[src/design/wsd_pkg.sv]
package wsd_pkg;

  // kept length bits of the extended payload length
  localparam int LENGTH_BITS = 63;

  // result kinds
  localparam logic [1:0] KIND_PAYLOAD = 2'd0;
  localparam logic [1:0] KIND_EMPTY   = 2'd1;
  localparam logic [1:0] KIND_PONG    = 2'd2;
  localparam logic [1:0] KIND_CLOSE   = 2'd3;

  // frame opcodes with special handling
  localparam logic [3:0] OP_CLOSE = 4'd8;
  localparam logic [3:0] OP_PING  = 4'd9;
  localparam logic [3:0] OP_PONG  = 4'd10;

  // 7-bit length codes announcing an extended length
  localparam logic [6:0] LEN_EXT16 = 7'd126;
  localparam logic [6:0] LEN_EXT64 = 7'd127;
  localparam logic [3:0] EXT16_BYTES = 4'd2;
  localparam logic [3:0] EXT64_BYTES = 4'd8;

  // ping opcode byte xor this gives pong
  localparam logic [7:0] PONG_FLIP = 8'h03;

  // queue between parser and output stage
  localparam int QUEUE_DEPTH = 4;
  localparam int QPTR_W      = $clog2(QUEUE_DEPTH);
  localparam int QCNT_W      = $clog2(QUEUE_DEPTH + 1);

  // one classified result waiting for the output stage
  typedef struct packed {
    logic [1:0] kind;
    logic [7:0] data;
    logic [7:0] key;
    logic [3:0] opcode;
    logic       last;
  } wsd_entry_t;

endpackage

[src/design/wsd_front.sv]
module wsd_front (
  input  logic                clk,
  input  logic                rst,
  input  logic                in_valid,
  input  logic [7:0]          in_byte,
  output logic                in_ready,
  input  logic                queue_full,
  output logic                push,
  output wsd_pkg::wsd_entry_t push_entry
);

  typedef enum logic [2:0] {
    PH_OPCODE = 3'd0,
    PH_LEN    = 3'd1,
    PH_EXT    = 3'd2,
    PH_KEY    = 3'd3,
    PH_PAY    = 3'd4,
    PH_CLOSED = 3'd5
  } phase_t;

  phase_t                          phase, phase_next;
  logic [3:0]                      opcode, opcode_next;
  logic [3:0]                      ext_left, ext_left_next;
  logic [wsd_pkg::LENGTH_BITS-1:0] pay_left, pay_left_next;
  logic [31:0]                     mask_key, mask_key_next;
  logic [1:0]                      mask_pos, mask_pos_next;
  logic                            accept;
  logic                            is_ping;
  logic                            final_byte;
  logic [7:0]                      key_byte;

  // take a byte whenever the queue has room
  assign in_ready = !queue_full;
  assign accept   = in_valid && in_ready;
  assign is_ping  = (opcode == wsd_pkg::OP_PING);

  // last payload byte when at most one byte remains
  assign final_byte = (pay_left[wsd_pkg::LENGTH_BITS-1:1] == '0);

  // key byte for the current payload position, first key byte first
  always_comb begin
    unique case (mask_pos)
      2'd0: key_byte = mask_key[31:24];
      2'd1: key_byte = mask_key[23:16];
      2'd2: key_byte = mask_key[15:8];
      2'd3: key_byte = mask_key[7:0];
    endcase
  end

  // header and payload parsing, one result at most per byte
  always_comb begin
    phase_next        = phase;
    opcode_next       = opcode;
    ext_left_next     = ext_left;
    pay_left_next     = pay_left;
    mask_key_next     = mask_key;
    mask_pos_next     = mask_pos;
    push              = 1'b0;
    push_entry.kind   = wsd_pkg::KIND_PONG;
    push_entry.data   = in_byte;
    push_entry.key    = 8'd0;
    push_entry.opcode = opcode;
    push_entry.last   = 1'b0;
    if (accept) begin
      unique case (phase)
        PH_OPCODE: begin
          opcode_next       = in_byte[3:0];
          pay_left_next     = '0;
          ext_left_next     = 4'd0;
          mask_pos_next     = 2'd0;
          phase_next        = PH_LEN;
          push_entry.opcode = in_byte[3:0];
          push_entry.data   = in_byte ^ wsd_pkg::PONG_FLIP;
          push              = (in_byte[3:0] == wsd_pkg::OP_PING);
        end
        PH_LEN: begin
          push = is_ping;
          if (in_byte[6:0] == wsd_pkg::LEN_EXT16) begin
            ext_left_next = wsd_pkg::EXT16_BYTES;
            phase_next    = PH_EXT;
          end else if (in_byte[6:0] == wsd_pkg::LEN_EXT64) begin
            ext_left_next = wsd_pkg::EXT64_BYTES;
            phase_next    = PH_EXT;
          end else begin
            pay_left_next = {{(wsd_pkg::LENGTH_BITS-7){1'b0}}, in_byte[6:0]};
            phase_next    = PH_KEY;
          end
        end
        PH_EXT: begin
          push          = is_ping;
          pay_left_next = {pay_left[wsd_pkg::LENGTH_BITS-9:0], in_byte};
          ext_left_next = ext_left - 4'd1;
          if (ext_left == 4'd1 || ext_left == 4'd0) begin
            ext_left_next = 4'd0;
            phase_next    = PH_KEY;
          end
        end
        PH_KEY: begin
          mask_key_next = {mask_key[23:0], in_byte};
          mask_pos_next = mask_pos + 2'd1;
          push          = is_ping;
          if (mask_pos == 2'd3) begin
            if (pay_left == '0) begin
              // header-only frame ends on the last key byte
              phase_next      = PH_OPCODE;
              push_entry.last = 1'b1;
              if (is_ping) begin
                push = 1'b1;
              end else if (opcode == wsd_pkg::OP_PONG) begin
                push = 1'b0;
              end else if (opcode == wsd_pkg::OP_CLOSE) begin
                phase_next      = PH_CLOSED;
                push            = 1'b1;
                push_entry.kind = wsd_pkg::KIND_CLOSE;
                push_entry.data = 8'd0;
              end else begin
                push            = 1'b1;
                push_entry.kind = wsd_pkg::KIND_EMPTY;
                push_entry.data = 8'd0;
              end
            end else begin
              phase_next = PH_PAY;
            end
          end
        end
        PH_PAY: begin
          pay_left_next   = final_byte ? '0 : pay_left - 1'b1;
          mask_pos_next   = mask_pos + 2'd1;
          push_entry.last = final_byte;
          if (final_byte) begin
            phase_next = PH_OPCODE;
          end
          if (is_ping) begin
            push = 1'b1;
          end else if (opcode == wsd_pkg::OP_PONG) begin
            push = 1'b0;
          end else if (opcode == wsd_pkg::OP_CLOSE) begin
            // close payload is swallowed, result on its final byte
            push            = final_byte;
            push_entry.kind = wsd_pkg::KIND_CLOSE;
            push_entry.data = 8'd0;
            if (final_byte) begin
              phase_next = PH_CLOSED;
            end
          end else begin
            push            = 1'b1;
            push_entry.kind = wsd_pkg::KIND_PAYLOAD;
            push_entry.key  = key_byte;
          end
        end
        PH_CLOSED: begin
          push = 1'b0;
        end
        default: begin
          phase_next = PH_CLOSED;
        end
      endcase
    end
  end

  // parser state
  always_ff @(posedge clk) begin
    if (rst) begin
      phase    <= PH_OPCODE;
      opcode   <= 4'd0;
      ext_left <= 4'd0;
      pay_left <= '0;
      mask_key <= 32'd0;
      mask_pos <= 2'd0;
    end else begin
      phase    <= phase_next;
      opcode   <= opcode_next;
      ext_left <= ext_left_next;
      pay_left <= pay_left_next;
      mask_key <= mask_key_next;
      mask_pos <= mask_pos_next;
    end
  end

endmodule

[src/design/wsd_queue.sv]
module wsd_queue (
  input  logic                clk,
  input  logic                rst,
  input  logic                push,
  input  wsd_pkg::wsd_entry_t push_entry,
  output logic                full,
  input  logic                pop,
  output logic                empty,
  output wsd_pkg::wsd_entry_t head
);

  wsd_pkg::wsd_entry_t         slots [wsd_pkg::QUEUE_DEPTH];
  logic [wsd_pkg::QPTR_W-1:0]  wr_ptr;
  logic [wsd_pkg::QPTR_W-1:0]  rd_ptr;
  logic [wsd_pkg::QCNT_W-1:0]  count;
  logic                        do_push;
  logic                        do_pop;

  assign full    = (count == wsd_pkg::QCNT_W'(wsd_pkg::QUEUE_DEPTH));
  assign empty   = (count == '0);
  assign do_push = push && !full;
  assign do_pop  = pop && !empty;
  assign head    = slots[rd_ptr];

  // entry storage
  always_ff @(posedge clk) begin
    if (do_push) begin
      slots[wr_ptr] <= push_entry;
    end
  end

  // pointers and fill level
  always_ff @(posedge clk) begin
    if (rst) begin
      wr_ptr <= '0;
      rd_ptr <= '0;
      count  <= '0;
    end else begin
      if (do_push) begin
        wr_ptr <= wr_ptr + 1'b1;
      end
      if (do_pop) begin
        rd_ptr <= rd_ptr + 1'b1;
      end
      if (do_push && !do_pop) begin
        count <= count + 1'b1;
      end else if (do_pop && !do_push) begin
        count <= count - 1'b1;
      end
    end
  end

endmodule

[src/design/wsd_back.sv]
module wsd_back (
  input  logic                clk,
  input  logic                rst,
  input  logic                queue_empty,
  input  wsd_pkg::wsd_entry_t head,
  output logic                pop,
  output logic                out_valid,
  input  logic                out_ready,
  output logic [1:0]          out_kind,
  output logic [7:0]          out_data,
  output logic [3:0]          out_opcode,
  output logic                out_last
);

  // load the output register when it is free or being drained
  assign pop = !queue_empty && (!out_valid || out_ready);

  // valid flag
  always_ff @(posedge clk) begin
    if (rst) begin
      out_valid <= 1'b0;
    end else if (pop) begin
      out_valid <= 1'b1;
    end else if (out_ready) begin
      out_valid <= 1'b0;
    end
  end

  // result register, unmasking applied on the way in
  always_ff @(posedge clk) begin
    if (pop) begin
      out_kind   <= head.kind;
      out_data   <= head.data ^ head.key;
      out_opcode <= head.opcode;
      out_last   <= head.last;
    end
  end

endmodule

[src/design/websocket_frame_deframer.sv]
// Client frame deframer: takes a byte stream of masked client frames and
// gives one result per data payload byte, empty message, pong echo byte or close.
// Input: s_tvalid/s_tready/s_tdata, one raw stream byte per transfer.
// Output: m_tvalid/m_tready/m_tdata/m_tuser/m_tlast, m_tuser carries the
// result kind, m_tlast marks the final result of a frame.
// Throughput: one input byte per cycle while the queue has room; the parser
// decides each byte in the cycle it is accepted and writes at most one
// result into a 4-entry queue. The queue is written at the accepting edge;
// the output register loads the result once it is free or being drained.
// Stall: when the receiver holds m_tready low the output register holds, the
// queue fills and s_tready drops once all four entries are taken.
// Reset: synchronous, active high; the parser waits for a frame's opcode
// byte, the queue and output register are emptied. After a close frame all
// bytes are accepted and dropped until the next reset.
module websocket_frame_deframer (
  input  logic        clk,
  input  logic        rst,
  input  logic        s_tvalid,
  output logic        s_tready,
  input  logic [7:0]  s_tdata,   // [7:0] stream_byte
  output logic        m_tvalid,
  input  logic        m_tready,
  output logic [15:0] m_tdata,   // [7:0] data, [11:8] frame_opcode, [15:12] zero
  output logic [1:0]  m_tuser,   // [1:0] kind
  output logic        m_tlast
);

  wsd_pkg::wsd_entry_t push_entry;
  wsd_pkg::wsd_entry_t head;
  logic                push;
  logic                pop;
  logic                queue_full;
  logic                queue_empty;
  logic [7:0]          out_data;
  logic [3:0]          out_opcode;

  // header parser and classifier
  wsd_front u_front (
    .clk        (clk),
    .rst        (rst),
    .in_valid   (s_tvalid),
    .in_byte    (s_tdata),
    .in_ready   (s_tready),
    .queue_full (queue_full),
    .push       (push),
    .push_entry (push_entry)
  );

  // result queue
  wsd_queue u_queue (
    .clk        (clk),
    .rst        (rst),
    .push       (push),
    .push_entry (push_entry),
    .full       (queue_full),
    .pop        (pop),
    .empty      (queue_empty),
    .head       (head)
  );

  // unmasking and output register
  wsd_back u_back (
    .clk         (clk),
    .rst         (rst),
    .queue_empty (queue_empty),
    .head        (head),
    .pop         (pop),
    .out_valid   (m_tvalid),
    .out_ready   (m_tready),
    .out_kind    (m_tuser),
    .out_data    (out_data),
    .out_opcode  (out_opcode),
    .out_last    (m_tlast)
  );

  assign m_tdata = {4'd0, out_opcode, out_data};

endmodule

[config.mk]
export PLATFORM = sky130hd
export DESIGN_NAME = websocket_frame_deframer
export DESIGN_NICKNAME = d
export VERILOG_FILES = /design/src/design/wsd_pkg.sv /design/src/design/wsd_front.sv /design/src/design/wsd_queue.sv /design/src/design/wsd_back.sv /design/src/design/websocket_frame_deframer.sv
export SDC_FILE = /design/constraint.sdc
export NUM_CORES = 1
export LEC_CHECK = 0
export BUFFER_PORTS_ARGS = -buffer_cell sky130_fd_sc_hd__buf_2
export CORE_MARGIN = 1.5
export CORE_UTILIZATION = 62
export CTS_CLUSTER_SIZE = 25
export DETAILED_ROUTE_END_ITERATION = 10
export GPL_TIMING_DRIVEN = 0
export PLACE_DENSITY = 0.76
export SYNTH_ARGS = -nofsm -noshare
export SYNTH_HDL_FRONTEND = slang
export SYNTH_SLANG_ARGS = --single-unit
export TNS_END_PERCENT = 50
[constraint.sdc]
create_clock -name clk -period 4.4 [get_ports clk]
set_input_delay 1.32 -clock clk [delete_from_list [all_inputs] [get_ports clk]]
set_output_delay 1.32 -clock clk [all_outputs]
set_load 0.02 [all_outputs]
==> results.toml, run 1 <==
[final_layout]
antenna_cells = 0
final_util_pct = 70.2
drive_above_1_share_pct = 9.94
nFillCells = 1239
layout.nets = 1157
synthToLayoutAreaGrowth_pct = 11.4
layout.cells.non_filler = 1372
final_area_mm2 = 0.0121

[sta]
setup_tns_ns = 0
min_period_ns = 4.20
hold-worst-slack_ns = 0.457
hold_viol_final = 0
setup_viol = 0
grt_setup_unrepaired = "false"
relSlewSlack_pct = 11.5
fin_crit_sh_pct = 95.5
worstMarginPinSlew_ns = 1.32
finClkSkew_ns = 0.0137
max_freq_mhz = 238
drv_slew = 0

[pwr]
leakagePower_nw = 4.32
cellPowerDensity_mw_per_mm2 = 506
ir_drop_mv = 0.305

[grt]
grt-ovfl-total = 0
grt_pass1_vias = 8641
groute.usage.overall_pct = 32.9
grt_max_degree = 24
grt_pass1_wl_um = 46600
antenna_found_initial = 0

[place]
port_buffers = 27
placed_area_mm2 = 0.0113
place_inst = 1331
hpwl_um = 20400
gp_congestion = 0.980

[routing]
drtIter0Drc = 1073
drt_pass1_iterations = 6
drc = 0
wirelength_um = 30200
vias_per_cell = 6.66
ant_nets = 0
wl_per_cell_um = 22.0
vias = 9132

[clock_tree]
cts_buffers = 23
clk_latency_ns = 0.51
root_buffer = "clkbuf_16"
clock_tree.buffer_depth = 3
post-cts-setup-buffers = 0
cts_sinks = 225
cts_tree = "built"
ctsHtreeMaxLevel = 1
clk_pin_slew_ns = 0.06

[floorplan]
core_area_mm2 = 0.0172
rows = 48
die_y_um = 135
dieArea_mm2 = 0.0183
initial_core_util_pct = 63.0
die_x_um = 135
ios = 33

[critical_path]
crit_path_start_kind = "flop"
r2r-end = "u_queue.count[2]"
worst_r2r_startpoint = "u_front.pay_left[7]"
path_class = "reg2reg"
cp_max_fo = 7
critPathCaptureType = "flop"
crit_required_ns = 4.83
r2r.worst_path.cells = 11
critPathArrivalTime_ns = 4.63
rrSetupSlack_ns = 0.20

[synthesis]
netlist_instances = 1075
yosysWarnings = 0
ys.flop_type = "dfxtp_1"
synth-async-reset-ratio_pct = 0
ys_types = 71
synth_area_leader_cell = "edfxtp_1"
seq_area_frac_synth_pct = 51.5
synth_area_leaders = "edfxtp_1 30%, dfxtp_1 22%, a21oi_1 4.3%, nand2_1 4.0%, xor2_1 3.9%"
synth_top_area_share_pct = 29.7
synthMostInstantiatedCell = "dfxtp_1"
yosys-top-cells-count = "118 x dfxtp_1, 116 x nand2_1, 107 x edfxtp_1, 93 x a21oi_1, 71 x nor2_1"
synth_edf_count = 107
syn_area_mm2 = 0.0108
syn_area_per_cell_um2 = 10.1
ys_seq_elements = 225

[worst_hold_path]
hold_end = "u_front.mask_key[31]"
hold_path_class = "reg2reg"
worstHoldPathCells = 2
hold_start = "u_front.mask_key[31]"

[job]
max_cap_viol_count = 0

[run_status]
status = "completed"
==> kinds of logic (layout without fill, tap and decap cells) <==
| group | Yosys count | after routing | synth area share [%] |
|---|---|---|---|
| flops | 225 | 225 | 51.5 |
| mux | 21 | 21 | 3.71 |
| compound gates | 267 | 267 | 16.5 |
| fa+ha+maj | 14 | 14 | 1.69 |
| simple gates | 378 | 378 | 17.7 |
| buf+inv | 107 | 176 | 3.95 |
| other cells | 1 | 4 | 0.0346 |
| xor+xnor | 62 | 62 | 5.01 |
==> layout make-up <==
class	count	area [µm²]	area share, %
Tap cell	225	282	2.33
Clock buffer	27	611	5.06
Buffer	71	293	2.43
Timing Repair Buffer	28	150	1.24
Multi-Input combinational cell	746	4870	40.4
Inverter	36	135	1.12
Clock inverter	14	151	1.25
Sequential cell	225	5580	46.2
==> critical path, cell delays in order (launching register included) <==
cell	delay [ns]
dfxtp_1	0.38
or4_4	0.58
or4b_4	0.55
nor4_2	0.75
a31o_2	0.32
o31a_1	0.28
ha_1	0.24
inv_1	0.06
fa_1	0.37
xor2_1	0.16
or3_1	0.31
a21oi_1	0.13
==> report_power, final <==
group,leakage [nW],switching [W],internal (W),total (W)
logic,1.98,0.00109,0.000574,0.00167
clock network,0.374,0.000814,0.00117,0.00198
registers,1.97,0.0000750,0.00238,0.00245
==> per-stage QoR <==
step	power, W	worst slack, ns
final	0.00610	0.198
after global routing	0.00634	0.0581
after CTS	0.00608	0.190
after detailed placement	0.00410	-0.139
after global placement	0.00405	-0.0969
after floorplan	0.00364	0.642
==> sequential cells by signal, indices dropped and copies added (netlist names), 4 cells and up, named ones only <==
register           cells
u_back.out_data        8
u_back.out_opcode      4
u_front.ext_left       4
u_front.mask_key      32
u_front.opcode         4
u_front.pay_left      63
u_queue.slots         92
==> worst max-delay path by stage <==
stage	from	endpoint	slack [ns]	cells past startpoint
after CTS	u_front.pay_left[28]	u_queue.count[2]	0.19	12
after floorplan	u_front.pay_left[6]	u_queue.count[2]	0.64	11
after global routing	u_front.pay_left[2]	u_queue.count[2]	0.06	11
final	u_front.pay_left[7]	u_queue.count[2]	0.20	11
after detailed placement	u_front.pay_left[52]	u_queue.slots[3][10]	-0.14	6
after global placement	u_front.pay_left[52]	u_queue.slots[1][9]	-0.1	6
==> cell usage in the layout (no fill, tap or decap), types with 32 or more instances in the layout <==
cell,synthesis,final
nand2_1,116,116
nor3_1,33,32
inv_1,36,36
dfxtp_1,118,118
a21oi_1,93,92
xor2_1,48,48
edfxtp_1,107,107
o21ai_0,37,37
nor2_1,71,71
clkbuf_1,58,60
==> layer usage <==
metal	vias to the layer above	GRT usage [%]	share of wire, %
met5	-	0	0
met4	0	14.5	4.2
met3	110	5.76	9.2
met2	530	56.9	49
met1	4344	40.4	38
li1	4148	-	-
==> timing repair <==
| item | CTS | global route |
|---|---|---|
| gates cloned | 0 | 0 |
| gates resized for setup | 4 | 2 |
| hold buffers | 0 | 0 |
| setup endpoints to repair | 93 | 24 |
(Power assumes the default switching activity.)
==> run 2, diff against run 1 <==
--- a/config.mk
+++ b/config.mk
@@ -12,6 +12,7 @@
 export DETAILED_ROUTE_END_ITERATION = 10
 export GPL_TIMING_DRIVEN = 0
 export PLACE_DENSITY = 0.76
+export REMOVE_ABC_BUFFERS = 1
 export SYNTH_ARGS = -nofsm -noshare
 export SYNTH_HDL_FRONTEND = slang
 export SYNTH_SLANG_ARGS = --single-unit
==> run 2 against run 1 <==
  * Cell count down 4.4%
  * Via count shrank 6.7%
  * Clock skew grew 0.013 ns
  * Clock-buffer cell count rose by 11
  * Flip-flop and latch count did not move
  * Critical path depth stayed put
  * Largest cell class unchanged
==> results.toml, run 2 (synthesis results as in run 1) <==
[run_status]
status = "completed"

[sta]
finClkSkew_ns = 0.0266
setup_viol = 0
grt_setup_unrepaired = "false"
max_freq_mhz = 245
fin_crit_sh_pct = 92.7
relSlewSlack_pct = 23.8
worstMarginPinSlew_ns = 1.13
hold_viol_final = 0
hold-worst-slack_ns = 0.458
drv_slew = 0
min_period_ns = 4.08

[floorplan]
core_area_mm2 = 0.0172
ios = 33
die_y_um = 135
dieArea_mm2 = 0.0183
die_x_um = 135
initial_core_util_pct = 63.0
rows = 48

[critical_path]
critPathArrivalTime_ns = 4.52
cp_max_fo = 6
crit_required_ns = 4.84
r2r.worst_path.cells = 11
crit_path_start_kind = "flop"
rrSetupSlack_ns = 0.32
critPathCaptureType = "flop"
path_class = "reg2reg"
r2r-end = "u_queue.count[2]"
worst_r2r_startpoint = "u_front.pay_left[2]"

[pwr]
leakagePower_nw = 4.29
seqPwrFrac_pct = 41.9
sw_frac_of_total_pct = 31.8
cellPowerDensity_mw_per_mm2 = 503
ir_drop_mv = 0.385
p_sw_w = 0.00191
clockPowerShare_pct = 32.6
p_comb_share_pct = 25.5
power_w = 0.00600
p_int_w = 0.00409

[final_layout]
regMostFlops = "u_queue.slots"
antenna_cells = 0
mostFrequentLayoutCells = "118 x dfxtp_1, 116 x nand2_1, 107 x edfxtp_1, 89 x a21oi_1, 70 x nor2_1"
largest_register_ffs = 92
seq_area_mm2 = 0.00558
synthToLayoutAreaGrowth_pct = 10.2
final_util_pct = 69.5
layout.cells.non_filler = 1311
reg_top3 = "u_queue.slots (92), u_front.pay_left (63), u_front.mask_key (32)"
final_area_mm2 = 0.0119
nFillCells = 1300
multi_input_area_mm2 = 0.00490
layout.nets = 1094
drive_above_1_share_pct = 11.2
mostFrequentLayoutCell = "dfxtp_1"

[routing]
ant_nets = 0
drtIter0Drc = 748
wirelength_um = 26300
drc = 0
wl_per_cell_um = 20.0
vias = 8523
vias_per_cell = 6.50
drt_pass1_iterations = 7

[clock_tree]
root_buffer = "clkbuf_16"
cts_tree = "built"
cts_buffers = 24
post-cts-setup-buffers = 0
clk_pin_slew_ns = 0.06
cts_sinks = 225
clock_tree.buffer_depth = 3
ctsHtreeMaxLevel = 1
clk_latency_ns = 0.52

[job]
max_cap_viol_count = 0

[grt]
grt_max_degree = 59
grt_pass1_vias = 8282
antenna_found_initial = 0
groute.usage.overall_pct = 29.1
grt-ovfl-total = 0
grt_pass1_wl_um = 42500

[place]
place_inst = 1267
hpwl_um = 17200
port_buffers = 28
placed_area_mm2 = 0.0111
gp_congestion = 0.911

[worst_hold_path]
worstHoldPathCells = 2
hold_path_class = "reg2reg"
hold_end = "u_front.mask_key[28]"
hold_start = "u_front.mask_key[28]"
run 2: per-stage QoR:
stage | TNS [ns] | worst slack (ns)
3_3_place_gp | -8.65 | -0.274
6_report | 0 | 0.321
3_5_place_dp | -14.42 | -0.183
5_1_grt | 0 | 0.0110
2_1_floorplan | 0 | 0.579
4_1_cts | 0 | 0.116
run 2: routing by layer:
metal  global-route usage, %  vias to the layer above  routed length (µm)
li1                        -                     4013                   -
met1                    36.7                     4097               10600
met2                    50.0                      337               13100
met3                    4.98                       76                1740
met4                    11.7                        0                 801
met5                       0                        -                   0
run 2: worst max path at each step:
stage | startpoint | to | slack, ns | cells after the start
floorplan | u_front.pay_left[6] | u_queue.count[2] | 0.58 | 11
global placement | rst | u_front.pay_left[31] | -0.27 | 4
detailed placement | u_front.pay_left[19] | u_queue.slots[1][17] | -0.18 | 6
CTS | u_front.pay_left[38] | u_queue.slots[1][17] | 0.12 | 6
global route | u_front.pay_left[2] | u_queue.count[2] | 0.01 | 11
finish | u_front.pay_left[2] | u_queue.count[2] | 0.32 | 11
run 2: layout make-up:
class / count / area share [%]
clock buffer: 38 / 6.26
clock inverter: 6 / 0.252
inverter: 36 / 1.13
multi-input combinational: 746 / 41.1
sequential: 225 / 46.7
tap: 225 / 2.36
timing repair buffer: 35 / 2.19
run 2: power groups by stage:
stage	Sequential (W)	Combinational [W]	Clock [W]
2_1_floorplan	0.00263	0.000966	0
4_1_cts	0.00252	0.00151	0.00197
3_5_place_dp	0.00256	0.00150	0
5_1_grt	0.00254	0.00168	0.00206
6_report	0.00252	0.00153	0.00195
3_3_place_gp	0.00255	0.00142	0
run 2: timing repair:
action	CTS	global route
hold buffers	0	0
setup endpoints to repair	93	93
resized for setup	1	5
run 2: worst max-delay path, stage by stage (launching register included):
cell and delay (ns):
dfxtp_1 0.36, nor4_1 0.78, nand3b_1 0.22, nor4_1 0.88, a21o_1 0.26, o31a_1 0.24
ha_1 0.22, inv_1 0.06, fa_1 0.37, xor2_1 0.16, or3_1 0.30, a21oi_1 0.14
==> run 3, diff against run 2 <==
--- a/config.mk
+++ b/config.mk
@@ -15,5 +15,6 @@
 export REMOVE_ABC_BUFFERS = 1
 export SYNTH_ARGS = -nofsm -noshare
 export SYNTH_HDL_FRONTEND = slang
+export SYNTH_HIERARCHICAL = 1
 export SYNTH_SLANG_ARGS = --single-unit
 export TNS_END_PERCENT = 50
==> run 3 against run 2 <==
  * Flip-flop and latch count is the same
  * Global-route usage shrank 0.089 points
  * Setup slack lost 0.13 ns
  * Critical path depth grew 5
  * Critical endpoint is now u_queue/count[2]
==> results.toml, run 3 <==
[routing]
drt_pass1_iterations = 6
drtIter0Drc = 919
vias = 8684
wl_per_cell_um = 20.7
wirelength_um = 26800
drc = 0
vias_per_cell = 6.72
ant_nets = 0

[place]
port_buffers = 28
dp_slack_ns = -0.874
hpwl_um = 17300
gp_congestion = 0.880

[grt]
grt_max_degree = 65
grt-ovfl-total = 0
grt_pass1_wl_um = 42500
antenna_found_initial = 0
groute.usage.overall_pct = 29.1
grt_pass1_vias = 7986

[sta]
setup_viol = 0
finClkSkew_ns = 0.00959
fin_crit_sh_pct = 95.6
hold_viol_final = 0
worstMarginPinSlew_ns = 1.16
max_freq_mhz = 238
min_period_ns = 4.21
layout_setup_ws_ns = 0.195
drv_slew = 0
relSlewSlack_pct = 22.5

[critical_path]
crit_path_start_kind = "flop"
cpPeakStageDelay_ns = 0.58
critPathArrivalTime_ns = 4.65
path_class = "reg2reg"
path_cells = "inv_1 -> ha_2 -> or4b_4 -> or4_4 -> nor4_4 -> and4_4 -> o311ai_0 -> a21oi_1 -> inv_1 -> nor2_4 -> ha_2 -> inv_1 -> fa_1 -> xor2_1 -> or3_1 -> a21oi_1"
critPathCaptureType = "flop"
crit_required_ns = 4.85
cp_max_fo = 6
slowest_stage = "or4_4"
path_common_cell = "inv_1"

[synthesis]
synth_area_leaders = "edfxtp_1 29%, dfxtp_1 22%, a21oi_1 4.3%, mux4_2 4.1%, nand2_1 4.0%"
synth_edf_count = 107
netlist_instances = 1062
ys_seq_elements = 225
synth_area_leader_cell = "edfxtp_1"
seq_area_frac_synth_pct = 50.8
synth-async-reset-ratio_pct = 0
ys.flop_type = "dfxtp_1"
ys_types = 79
synth_top_area_share_pct = 29.3
yosysWarnings = 6
syn_area_per_cell_um2 = 10.3
syn_area_mm2 = 0.0110
yosys-top-cells-count = "118 x dfxtp_1, 118 x nand2_1, 107 x edfxtp_1, 95 x a21oi_1, 58 x nor2_1"

[pwr]
leakagePower_nw = 4.14
power_w = 0.00838
seqPwrFrac_pct = 33.4
p_sw_w = 0.00337
cellPowerDensity_mw_per_mm2 = 695
sw_frac_of_total_pct = 40.2
ir_drop_mv = 0.473
p_comb_share_pct = 42.8
p_int_w = 0.00501
clockPowerShare_pct = 23.7

[final_layout]
regMostFlops = "u_queue/slots"
largest_register_ffs = 92
antenna_cells = 0
mostFrequentLayoutCells = "118 x nand2_1, 116 x dfxtp_1, 107 x edfxtp_1, 94 x a21oi_1, 56 x nor2_1"
layout.nets = 1075
mostFrequentLayoutCell = "nand2_1"
drive_above_1_share_pct = 14.2
nFillCells = 1286
synthToLayoutAreaGrowth_pct = 9.83
reg_top3 = "u_queue/slots (92), u_front/pay_left (63), u_front/mask_key (32)"

[floorplan]
dieArea_mm2 = 0.0185
ios = 33
die_x_um = 136
die_y_um = 136
rows = 48
initial_core_util_pct = 63.5
core_area_mm2 = 0.0173

[job]
max_cap_viol_count = 0

[worst_hold_path]
hold_path_class = "reg2reg"

[clock_tree]
root_buffer = "clkbuf_16"
clk_pin_slew_ns = 0.07
cts_tree = "built"
cts_sinks = 225
cts_hold_buffers = 0
clk_latency_ns = 0.52
ctsHtreeMaxLevel = 1
cts_buffers = 24
clock_tree.buffer_depth = 3

[run_status]
status = "completed"
[run 3: cell types whose count changed after synthesis, sizes merged, moves of 11 or more]
| cell | delta |
|---|---|
| nor2b | +15 |
| a32oi | -12 |
| nor2 | -13 |
| a221o | +11 |
| inv | -19 |
| and2 | -11 |
| xor2 | -29 |
| nor3 | +19 |
| buf | +13 |
| and3 | -11 |
| o32ai | -13 |
[run 3: critical path: cells and delay by family, from the launching register on]
family / cells / cell delay, ns
simple gates: 6 / 2.12
buf+inv: 3 / 0.25
xor+xnor: 1 / 0.16
fa+ha+maj: 3 / 0.77
compound gates: 3 / 0.48
flops: 1 / 0.35
[run 3: area by class of cell]
type | count | area, µm² | share of cell area (%)
clock buffer | 29 | 619 | 5.13
inverter | 17 | 63.8 | 0.529
clock inverter | 15 | 166 | 1.38
tap | 225 | 282 | 2.33
sequential | 225 | 5580 | 46.2
timing repair buffer | 39 | 272 | 2.25
multi-input combinational | 743 | 5080 | 42.1
[run 3: metal layers]
metal / wire (µm) / share of wire, % / track usage [%]
met2: 13000 / 48 / 48.7
met1: 11300 / 42 / 39.9
met3: 1940 / 7.3 / 3.62
met4: 612 / 2.3 / 8.16
met5: 0 / 0 / 0
[run 3: cell families after synthesis]
group           share of synthesized area [%]
fa+ha+maj                                1.55
simple gates                             19.2
other cells                            0.0341
xor+xnor                                 2.55
mux                                      5.41
compound gates                           16.4
flops                                    50.8
buf+inv                                  4.02
[run 3: power by group through the flow]
stage | Sequential [W] | Clock (W) | Combinational [W]
after floorplan | 0.00285 | 0 | 0.00245
after global placement | 0.00282 | 0 | 0.00326
after detailed placement | 0.00284 | 0 | 0.00336
after CTS | 0.00280 | 0.00202 | 0.00346
after global routing | 0.00284 | 0.00210 | 0.00391
final | 0.00280 | 0.00199 | 0.00359
[run 3: worst paths after layout]
| check | slack, ns | startpoint | cells past startpoint | to |
|---|---|---|---|---|
| min | 0.46 | u_front/mask_key[24] | 2 | u_front/mask_key[24] |
| max reg2reg | 0.19 | u_front/pay_left[1] | 16 | u_queue/count[2] |
| min reg2reg | 0.46 | u_front/mask_key[24] | 2 | u_front/mask_key[24] |
| max | 0.19 | u_front/pay_left[1] | 16 | u_queue/count[2] |
[run 3: repair_timing]
action	CTS	global route
pin swaps	1	3
resized for setup	9	10
endpoints found under the setup margin	95	1
buffers inserted	1	3
endpoints found under the hold margin	0	0
[run 3: through the flow]
stage / hold slack, ns / util (%) / TNS [ns] / instances / instance area [µm²]
floorplan: 0.431 / - / 0 / 985 / 10600
global placement: 0.442 / 63.8 / -140.31 / 1238 / 11000
detailed placement: 0.447 / 64.6 / -80.84 / 1245 / 11200
CTS: 0.455 / 69.4 / 0 / 1290 / 12000
global route: 0.479 / 69.7 / -0.0149 / 1293 / 12100
finish: 0.456 / 69.7 / 0 / 1293 / 12100
